[src/hdl/ced_pkg.sv]
// Package with status codes, byte constants and the escape letter map.
package ced_pkg;

  localparam int unsigned COUNT_BITS_DEF = 16;
  localparam int unsigned OUT_COUNT_BITS = 16;

  typedef enum logic [1:0] {
    ST_BUSY    = 2'd0,
    ST_DONE    = 2'd1,
    ST_FAILED  = 2'd2,
    ST_IGNORED = 2'd3
  } status_e;

  localparam logic [7:0] CH_BSLASH = 8'h5c;
  localparam logic [7:0] CH_SQUOTE = 8'h27;
  localparam logic [7:0] CH_DQUOTE = 8'h22;

  typedef struct packed {
    logic       ok;
    logic [7:0] val;
  } esc_map_t;

  // Map the letter after a backslash onto the byte it stands for.
  function automatic esc_map_t map_escape(input logic [7:0] c, input logic char_mode);
    esc_map_t r;
    r.ok  = 1'b1;
    r.val = 8'h00;
    unique case (c)
      CH_BSLASH: r.val = CH_BSLASH;
      8'h61:     r.val = 8'h07;
      8'h62:     r.val = 8'h08;
      8'h65:     r.val = 8'h1b;
      8'h66:     r.val = 8'h0c;
      8'h6e:     r.val = 8'h0a;
      8'h72:     r.val = 8'h0d;
      8'h74:     r.val = 8'h09;
      CH_SQUOTE: begin
        r.ok  = char_mode;
        r.val = CH_SQUOTE;
      end
      CH_DQUOTE: begin
        r.ok  = ~char_mode;
        r.val = CH_DQUOTE;
      end
      default:   r.ok = 1'b0;
    endcase
    return r;
  endfunction

endpackage

[src/hdl/ced_if.sv]
// Stream interfaces for escaped input bytes and decoded result words.
interface ced_in_if;
  logic       valid;
  logic       ready;
  logic [7:0] in_byte;
  logic       starts_string;
  logic       ends_string;

  modport source (output valid, in_byte, starts_string, ends_string, input ready);
  modport sink   (input valid, in_byte, starts_string, ends_string, output ready);
endinterface

interface ced_out_if;
  logic        valid;
  logic        ready;
  logic [7:0]  out_byte;
  logic        out_valid;
  logic [1:0]  status;
  logic [15:0] bytes_consumed;

  modport source (output valid, out_byte, out_valid, status, bytes_consumed, input ready);
  modport sink   (input valid, out_byte, out_valid, status, bytes_consumed, output ready);
endinterface

[src/hdl/c_escape_decoder_core.sv]
// Streaming decoder for escaped C string and character literals.
//
// Usage:
//   in_i  carries one escaped byte per word with start and end marks.
//   out_o carries one result word per input word: the decoded byte and its
//         flag, a status (in progress, finished, failed, ignored) and the
//         count of bytes consumed, held at its maximum on overflow.
//   cfg_we_i/cfg_wdata_i write the character-mode bit; write it only while
//   no word is in flight.
// Timing: the result word is registered and appears in the cycle after its input word is taken.
// Throughput: one word per cycle. The single result register sets this;
//   a new word is taken whenever that register is empty or being drained.
// Reset: clears escape mode, the failure flag, the count, the mode bit and
//   the result register's valid flag.
// Stall: while out_o.ready is low and a result waits, in_i.ready drops and
//   the decoder state holds; nothing is lost or repeated.
module c_escape_decoder_core #(
  parameter int unsigned COUNT_BITS = ced_pkg::COUNT_BITS_DEF
) (
  input  logic      clk_i,
  input  logic      rst_ni,
  input  logic      cfg_we_i,
  input  logic      cfg_wdata_i,
  ced_in_if.sink    in_i,
  ced_out_if.source out_o
);

  localparam int unsigned OCB = ced_pkg::OUT_COUNT_BITS;

  // Mode register
  logic char_mode_q;

  // Decoder state
  logic                  esc_q, esc_d;
  logic                  fail_q, fail_d;
  logic [COUNT_BITS-1:0] cnt_q, cnt_d;

  // Result register
  logic             res_vld_q;
  logic [7:0]       res_byte_q, res_byte_d;
  logic             res_bv_q, res_bv_d;
  ced_pkg::status_e res_st_q, res_st_d;
  logic [OCB-1:0]   res_cnt_q, res_cnt_d;

  logic                  accept;
  logic                  esc_base, fail_base;
  logic [COUNT_BITS-1:0] cnt_base, cnt_inc;
  ced_pkg::esc_map_t     emap;

  // Take a word when the result register is empty or being drained
  assign in_i.ready = ~res_vld_q | out_o.ready;
  assign accept     = in_i.valid & in_i.ready;

  // A start mark clears the state before this byte is decoded
  assign esc_base  = in_i.starts_string ? 1'b0 : esc_q;
  assign fail_base = in_i.starts_string ? 1'b0 : fail_q;
  assign cnt_base  = in_i.starts_string ? '0 : cnt_q;
  // Hold the count at all ones once reached
  assign cnt_inc   = (&cnt_base) ? cnt_base : cnt_base + COUNT_BITS'(1);

  assign emap = ced_pkg::map_escape(in_i.in_byte, char_mode_q);

  always_comb begin
    esc_d      = esc_base;
    fail_d     = fail_base;
    cnt_d      = cnt_base;
    res_byte_d = 8'h00;
    res_bv_d   = 1'b0;
    res_st_d   = in_i.ends_string ? ced_pkg::ST_DONE : ced_pkg::ST_BUSY;
    if (fail_base) begin
      // Drop everything until the next start mark
      res_st_d = ced_pkg::ST_IGNORED;
    end else if (!esc_base) begin
      if (in_i.in_byte == ced_pkg::CH_BSLASH) begin
        esc_d = 1'b1;
      end else begin
        res_byte_d = in_i.in_byte;
        res_bv_d   = 1'b1;
      end
      cnt_d = cnt_inc;
    end else if (emap.ok) begin
      res_byte_d = emap.val;
      res_bv_d   = 1'b1;
      esc_d      = 1'b0;
      cnt_d      = cnt_inc;
    end else begin
      // Illegal escape: fail the literal, count does not advance
      esc_d    = 1'b0;
      fail_d   = 1'b1;
      res_st_d = ced_pkg::ST_FAILED;
    end
    // An end mark always leaves escape mode, so a lone trailing backslash ends cleanly
    if (in_i.ends_string) begin
      esc_d = 1'b0;
    end
  end

  // Present the count clipped or zero-extended to the output field width
  generate
    if (COUNT_BITS > OCB) begin : g_clip
      assign res_cnt_d = (|cnt_d[COUNT_BITS-1:OCB]) ? {OCB{1'b1}} : cnt_d[OCB-1:0];
    end else if (COUNT_BITS == OCB) begin : g_same
      assign res_cnt_d = cnt_d;
    end else begin : g_ext
      assign res_cnt_d = {{(OCB - COUNT_BITS){1'b0}}, cnt_d};
    end
  endgenerate

  always_ff @(posedge clk_i or negedge rst_ni) begin
    if (!rst_ni) begin
      char_mode_q <= 1'b0;
      esc_q       <= 1'b0;
      fail_q      <= 1'b0;
      cnt_q       <= '0;
      res_vld_q   <= 1'b0;
    end else begin
      if (cfg_we_i) begin
        char_mode_q <= cfg_wdata_i;
      end
      if (accept) begin
        esc_q     <= esc_d;
        fail_q    <= fail_d;
        cnt_q     <= cnt_d;
        res_vld_q <= 1'b1;
      end else if (out_o.ready) begin
        res_vld_q <= 1'b0;
      end
    end
  end

  // Payload of the result register needs no reset
  always_ff @(posedge clk_i) begin
    if (accept) begin
      res_byte_q <= res_byte_d;
      res_bv_q   <= res_bv_d;
      res_st_q   <= res_st_d;
      res_cnt_q  <= res_cnt_d;
    end
  end

  assign out_o.valid          = res_vld_q;
  assign out_o.out_byte       = res_byte_q;
  assign out_o.out_valid      = res_bv_q;
  assign out_o.status         = res_st_q;
  assign out_o.bytes_consumed = res_cnt_q;

endmodule

[src/flat_wrapper.sv]
// flat-port wrapper written by rule: the top's interface ports become plain ports
module c_escape_decoder_core_flat 
#(
  parameter int unsigned COUNT_BITS = ced_pkg::COUNT_BITS_DEF
)
  (clk_i, rst_ni, cfg_we_i, cfg_wdata_i, in_i_valid, in_i_in_byte, in_i_starts_string, in_i_ends_string, in_i_ready, out_o_valid, out_o_out_byte, out_o_out_valid, out_o_status, out_o_bytes_consumed, out_o_ready);
  ced_in_if in_i_i ();
  ced_out_if out_o_i ();
  input  logic clk_i;
  input  logic rst_ni;
  input  logic cfg_we_i;
  input  logic cfg_wdata_i;
  input wire logic [$bits(in_i_i.valid)-1:0] in_i_valid;
  input wire logic [$bits(in_i_i.in_byte)-1:0] in_i_in_byte;
  input wire logic [$bits(in_i_i.starts_string)-1:0] in_i_starts_string;
  input wire logic [$bits(in_i_i.ends_string)-1:0] in_i_ends_string;
  output wire logic [$bits(in_i_i.ready)-1:0] in_i_ready;
  output wire logic [$bits(out_o_i.valid)-1:0] out_o_valid;
  output wire logic [$bits(out_o_i.out_byte)-1:0] out_o_out_byte;
  output wire logic [$bits(out_o_i.out_valid)-1:0] out_o_out_valid;
  output wire logic [$bits(out_o_i.status)-1:0] out_o_status;
  output wire logic [$bits(out_o_i.bytes_consumed)-1:0] out_o_bytes_consumed;
  input wire logic [$bits(out_o_i.ready)-1:0] out_o_ready;
  assign in_i_i.valid = in_i_valid;
  assign in_i_i.in_byte = in_i_in_byte;
  assign in_i_i.starts_string = in_i_starts_string;
  assign in_i_i.ends_string = in_i_ends_string;
  assign in_i_ready = in_i_i.ready;
  assign out_o_valid = out_o_i.valid;
  assign out_o_out_byte = out_o_i.out_byte;
  assign out_o_out_valid = out_o_i.out_valid;
  assign out_o_status = out_o_i.status;
  assign out_o_bytes_consumed = out_o_i.bytes_consumed;
  assign out_o_i.ready = out_o_ready;
  c_escape_decoder_core #(.COUNT_BITS(COUNT_BITS)) u_core (.clk_i(clk_i), .rst_ni(rst_ni), .cfg_we_i(cfg_we_i), .cfg_wdata_i(cfg_wdata_i), .in_i(in_i_i), .out_o(out_o_i));
endmodule
[config.mk]
export PLATFORM = sky130hd
export DESIGN_NAME = c_escape_decoder_core_flat
export DESIGN_NICKNAME = d
export VERILOG_FILES = /design/src/hdl/ced_pkg.sv /design/src/hdl/ced_if.sv /design/src/hdl/c_escape_decoder_core.sv /design/src/flat_wrapper.sv
export SDC_FILE = /design/constraint.sdc
export NUM_CORES = 1
export LEC_CHECK = 0
export ABC_AREA = 1
export BUFFER_PORTS_ARGS = -buffer_cell sky130_fd_sc_hd__buf_2
export CAP_MARGIN = 20
export CORE_MARGIN = 2
export CORE_UTILIZATION = 30
export CTS_BUF_LIST = sky130_fd_sc_hd__clkbuf_16
export DETAILED_ROUTE_END_ITERATION = 8
export SYNTH_ARGS = -nofsm -noshare
export SYNTH_HDL_FRONTEND = slang
export SYNTH_SLANG_ARGS = --single-unit
[constraint.sdc]
create_clock -name clk_i -period 2.9 [get_ports clk_i]
set_clock_uncertainty 0.1 [all_clocks]
set_input_delay 0.435 -clock clk_i [delete_from_list [all_inputs] [get_ports clk_i]]
set_output_delay 0.435 -clock clk_i [all_outputs]
set_load 0.05 [all_outputs]
==> metrics.md <==
| Metric | Value |
|---|---|
| EDFF count, synth | `27` |
| # diodes | `0` |
| CP required | `2.84 ns` |
| Core Box Area | `roughly 9600 sq um` |
| F_max | `~440 MHz` |
| Die width | `roughly 100 um` |
| Cell Area, Synth | `between 2000 and 3000 sq um` |
| Period utilization | `0.784` |
| Area growth, synth to finish | `17.9%` |
| Status | `completed` |
| H-tree level count | `2` |
| Worst-path cell chain | `inv_1, nor2_1, ha_1, nand2_1, nor2_1, nand2_2, nor2_2, nand4_1, nand2_1, inv_2, nand2_1, nand2_1, and2_1` |
| Critical Path Source Type | `register` |
| CTS resizes | `0` |
| Layout cell share with drive strength beyond 1 | `0.252` |
| Die footprint | `between 10,000 and 15,000 sq um` |
| FP Rows | `36` |
| Most used standard cell by instance count after synthesis | `nand2_1` |
| Final hold violations | `0` |
| RD Place Congestion | `0.875` |
| Synthesized net count | `398` |
| Slowest cell on crit path | `dfrtp_1` |
| RSZ-0062 raised after global routing | `no` |
| Crit path max fanout | `7` |
| Most used cell, CP | `nand2_1` |
| Overall Power | `1.71 mW` |
| Port Buf Inserts | `44` |
| Post-synthesis sequential area ratio | `0.449` |
| Worst slew pin tran | `0.768 ns` |
| Non-Filler Instances | `565` |
| Kind of critical path | `reg2reg` |
| Setup_tns | `0 ns` |
| Static Leak | `about 1.7 nW` |
| Maxcap violations | `0` |
| DR pass1 iterations | `4` |
| Endpoints failing setup | `0` |
| Syn Inst Count | `381` |
| Cell accounting for the most synthesized area | `edfxtp_1` |
| Total grt overflow | `0` |
| DPL Wire Length | `4850 um` |
| Count of state elements after synthesis | `47` |
| Critical Path AT | `approximately 2.2 ns` |
| Final Max Slew Viols | `0` |
| Max incr delay on CP | `0.38 ns` |
| First-pass GRT wire length | `around 10,000 um` |
| Yosys top cell area share | `0.278` |
| Clock Path Buffers | `2` |
| Pin count of the biggest net entering global routing | `21` |
| Top FF cell, synth | `edfxtp_1` |
| Post-synthesis cell type count | `35` |
| Mean Syn Cell Area | `7.66 sq um` |
| Critical path capture point type | `register` |
| CTS tree | `built` |
| Via-to-Cell Ratio | `between 4 and 5` |
| Worst hold path class | `in2async` |
| Initial Utilization | `0.304` |
| Routed len/inst | `10.9 um` |
| Clock slew seen by the registers of the worst setup and hold paths | `0.06 ns` |
| Post-route antenna net violation count | `0` |
| Post-synth ARST share | `0.426` |
| Worst-Skew Late Latency | `between 0.2 and 0.3 ns` |
| Most frequent cells after synthesis | `nand2_1 (115), inv_1 (57), nor2_1 (36)` |
| Post-route DRC | `0` |
| Initial antenna violation count | `0` |
| # fillers | `between 900 and 1,000` |
| Cts hold-fix bufs | `0` |
| Nets | `448` |
| P per Cell Area | `496 nW/um^2` |
| DR vias | `between 2,000 and 2,500` |
| Synth top area cells | `edfxtp_1 (28%), dfrtp_1 (17%), nand2_1 (15%)` |
| Area of the multi-input gates | `approximately 1300 sq um` |
| Max transition margin | `0.486` |
| DIE HEIGHT | `between 100 and 150 um` |
| GRT Overall Usage | `0.124` |
| CTS sink count | `47` |
| WHS | `roughly 0.0038 ns` |
| Ys Warns | `0` |
| DRT Wirelength | `between 6000 and 7000 um` |
| Max VDD drop | `0.180 mV` |
| Dpl cells | `between 500 and 600` |
| DRT iter0 DRCs | `approximately 110` |
| Setup Buffers After CTS | `0` |
| CTS buffer count | `5` |
| I/O pin total | `45` |
| Number of global-route vias before repair | `2,278` |
| Fin util | `0.359` |
| Root Buffer | `clkbuf_16` |
| Storage element area | `1310 sq um` |
| Fin crit period | `2.27 ns` |
-- kinds of logic after synthesis --
| group | Yosys count | synth area share |
|---|---|---|
| AO/OA/AOI/OAI | 25 | 0.0480 |
| adder cells (fa/ha/maj) | 1 | 0.00429 |
| buffers and inverters | 73 | 0.104 |
| flip-flops | 47 | 0.449 |
| AND/OR/NAND/NOR | 235 | 0.394 |
-- cell type report --
type | instances | area share
Sequential cell | 47 | 0.381
Clock inverter | 3 | 0.00473
Multi-Input combinational cell | 261 | 0.379
Inverter | 66 | 0.0735
Clock buffer | 5 | 0.0364
Timing Repair Buffer | 50 | 0.0771
Tap cell | 133 | 0.0484
-- flip-flops by register name, summed over array words and instances, names as in the netlist --
signal                       flops
u_core.out_o.valid               1
u_core.char_mode_q               1
u_core.esc_q                     1
u_core.cnt_q                    16
u_core.out_o.bytes_consumed     16
u_core.fail_q                    1
u_core.out_o.out_byte            8
u_core.out_o.status              2
u_core.out_o.out_valid           1
-- report_power, final --
group          total, mW  switching, mW  internal [mW]
registers          0.791         0.0220          0.769
clock network      0.546          0.231          0.315
logic              0.371          0.283         0.0884
-- routing by layer --
layer	track usage	part of all wire	up-vias	routed length [um]
li1	-	-	1298	-
met3	0.0203	0.038	8	238
met4	0.0369	0.014	0	89
met1	0.166	0.47	1087	2900
met2	0.209	0.48	39	2960
met5	0	0	-	0
-- worst paths after layout --
path,startpoint,to,slack [ns],cells past startpoint
hold reg to reg,u_core.cnt_q[9]$_DFFE_PN0P_,u_core.cnt_q[9]$_DFFE_PN0P_,0.39,2
setup / recovery,u_core.cnt_q[1]$_DFFE_PN0P_,u_core.out_o.bytes_consumed[15]$_DFFE_PP_,0.63,13
setup reg to reg,u_core.cnt_q[1]$_DFFE_PN0P_,u_core.out_o.bytes_consumed[15]$_DFFE_PP_,0.63,13
max in group asynchronous,rst_ni,u_core.cnt_q[2]$_DFFE_PN0P_,2.36,1
hold / removal,rst_ni,u_core.cnt_q[9]$_DFFE_PN0P_,0.004,1
min in group clk_i,cfg_we_i,u_core.char_mode_q$_DFFE_PN0P_,0.25,2
-- per-stage QoR --
| step | worst slack, ns | cell area, sq um |
|---|---|---|
| after floorplan | 0.529 | 2920 |
| after global placement | 0.389 | 3300 |
| after detailed placement | 0.336 | 3300 |
| after CTS | 0.627 | 3440 |
| after global routing | 0.417 | 3440 |
| final | 0.626 | 3440 |
-- cell usage in the layout (no fill, tap or decap), types with 2 or more instances in the layout --
cell type / Yosys / layout
nor2_1: 36 / 36
edfxtp_1: 27 / 27
nor2_4: 4 / 4
o211ai_1: 2 / 2
inv_2: 8 / 8
nand2_1: 115 / 115
dfrtp_1: 20 / 20
buf_2: 1 / 44
nor2_2: 14 / 14
buf_4: 0 / 6
a21oi_1: 8 / 8
nand4_1: 3 / 3
clkbuf_16: 0 / 5
nor3_1: 3 / 3
nand3_2: 11 / 11
and2_1: 2 / 2
o21ai_0: 10 / 10
nand2_2: 10 / 10
nand3_1: 31 / 31
inv_1: 57 / 58
-- critical path, delay by kind of cell, from the launching register on --
kind	cells	cell delay, ns
fa+ha+maj	1	0.21
buf+inv	2	0.13
simple gates	10	1.20
flops	1	0.38
Power figures use the tool's default switching activity.
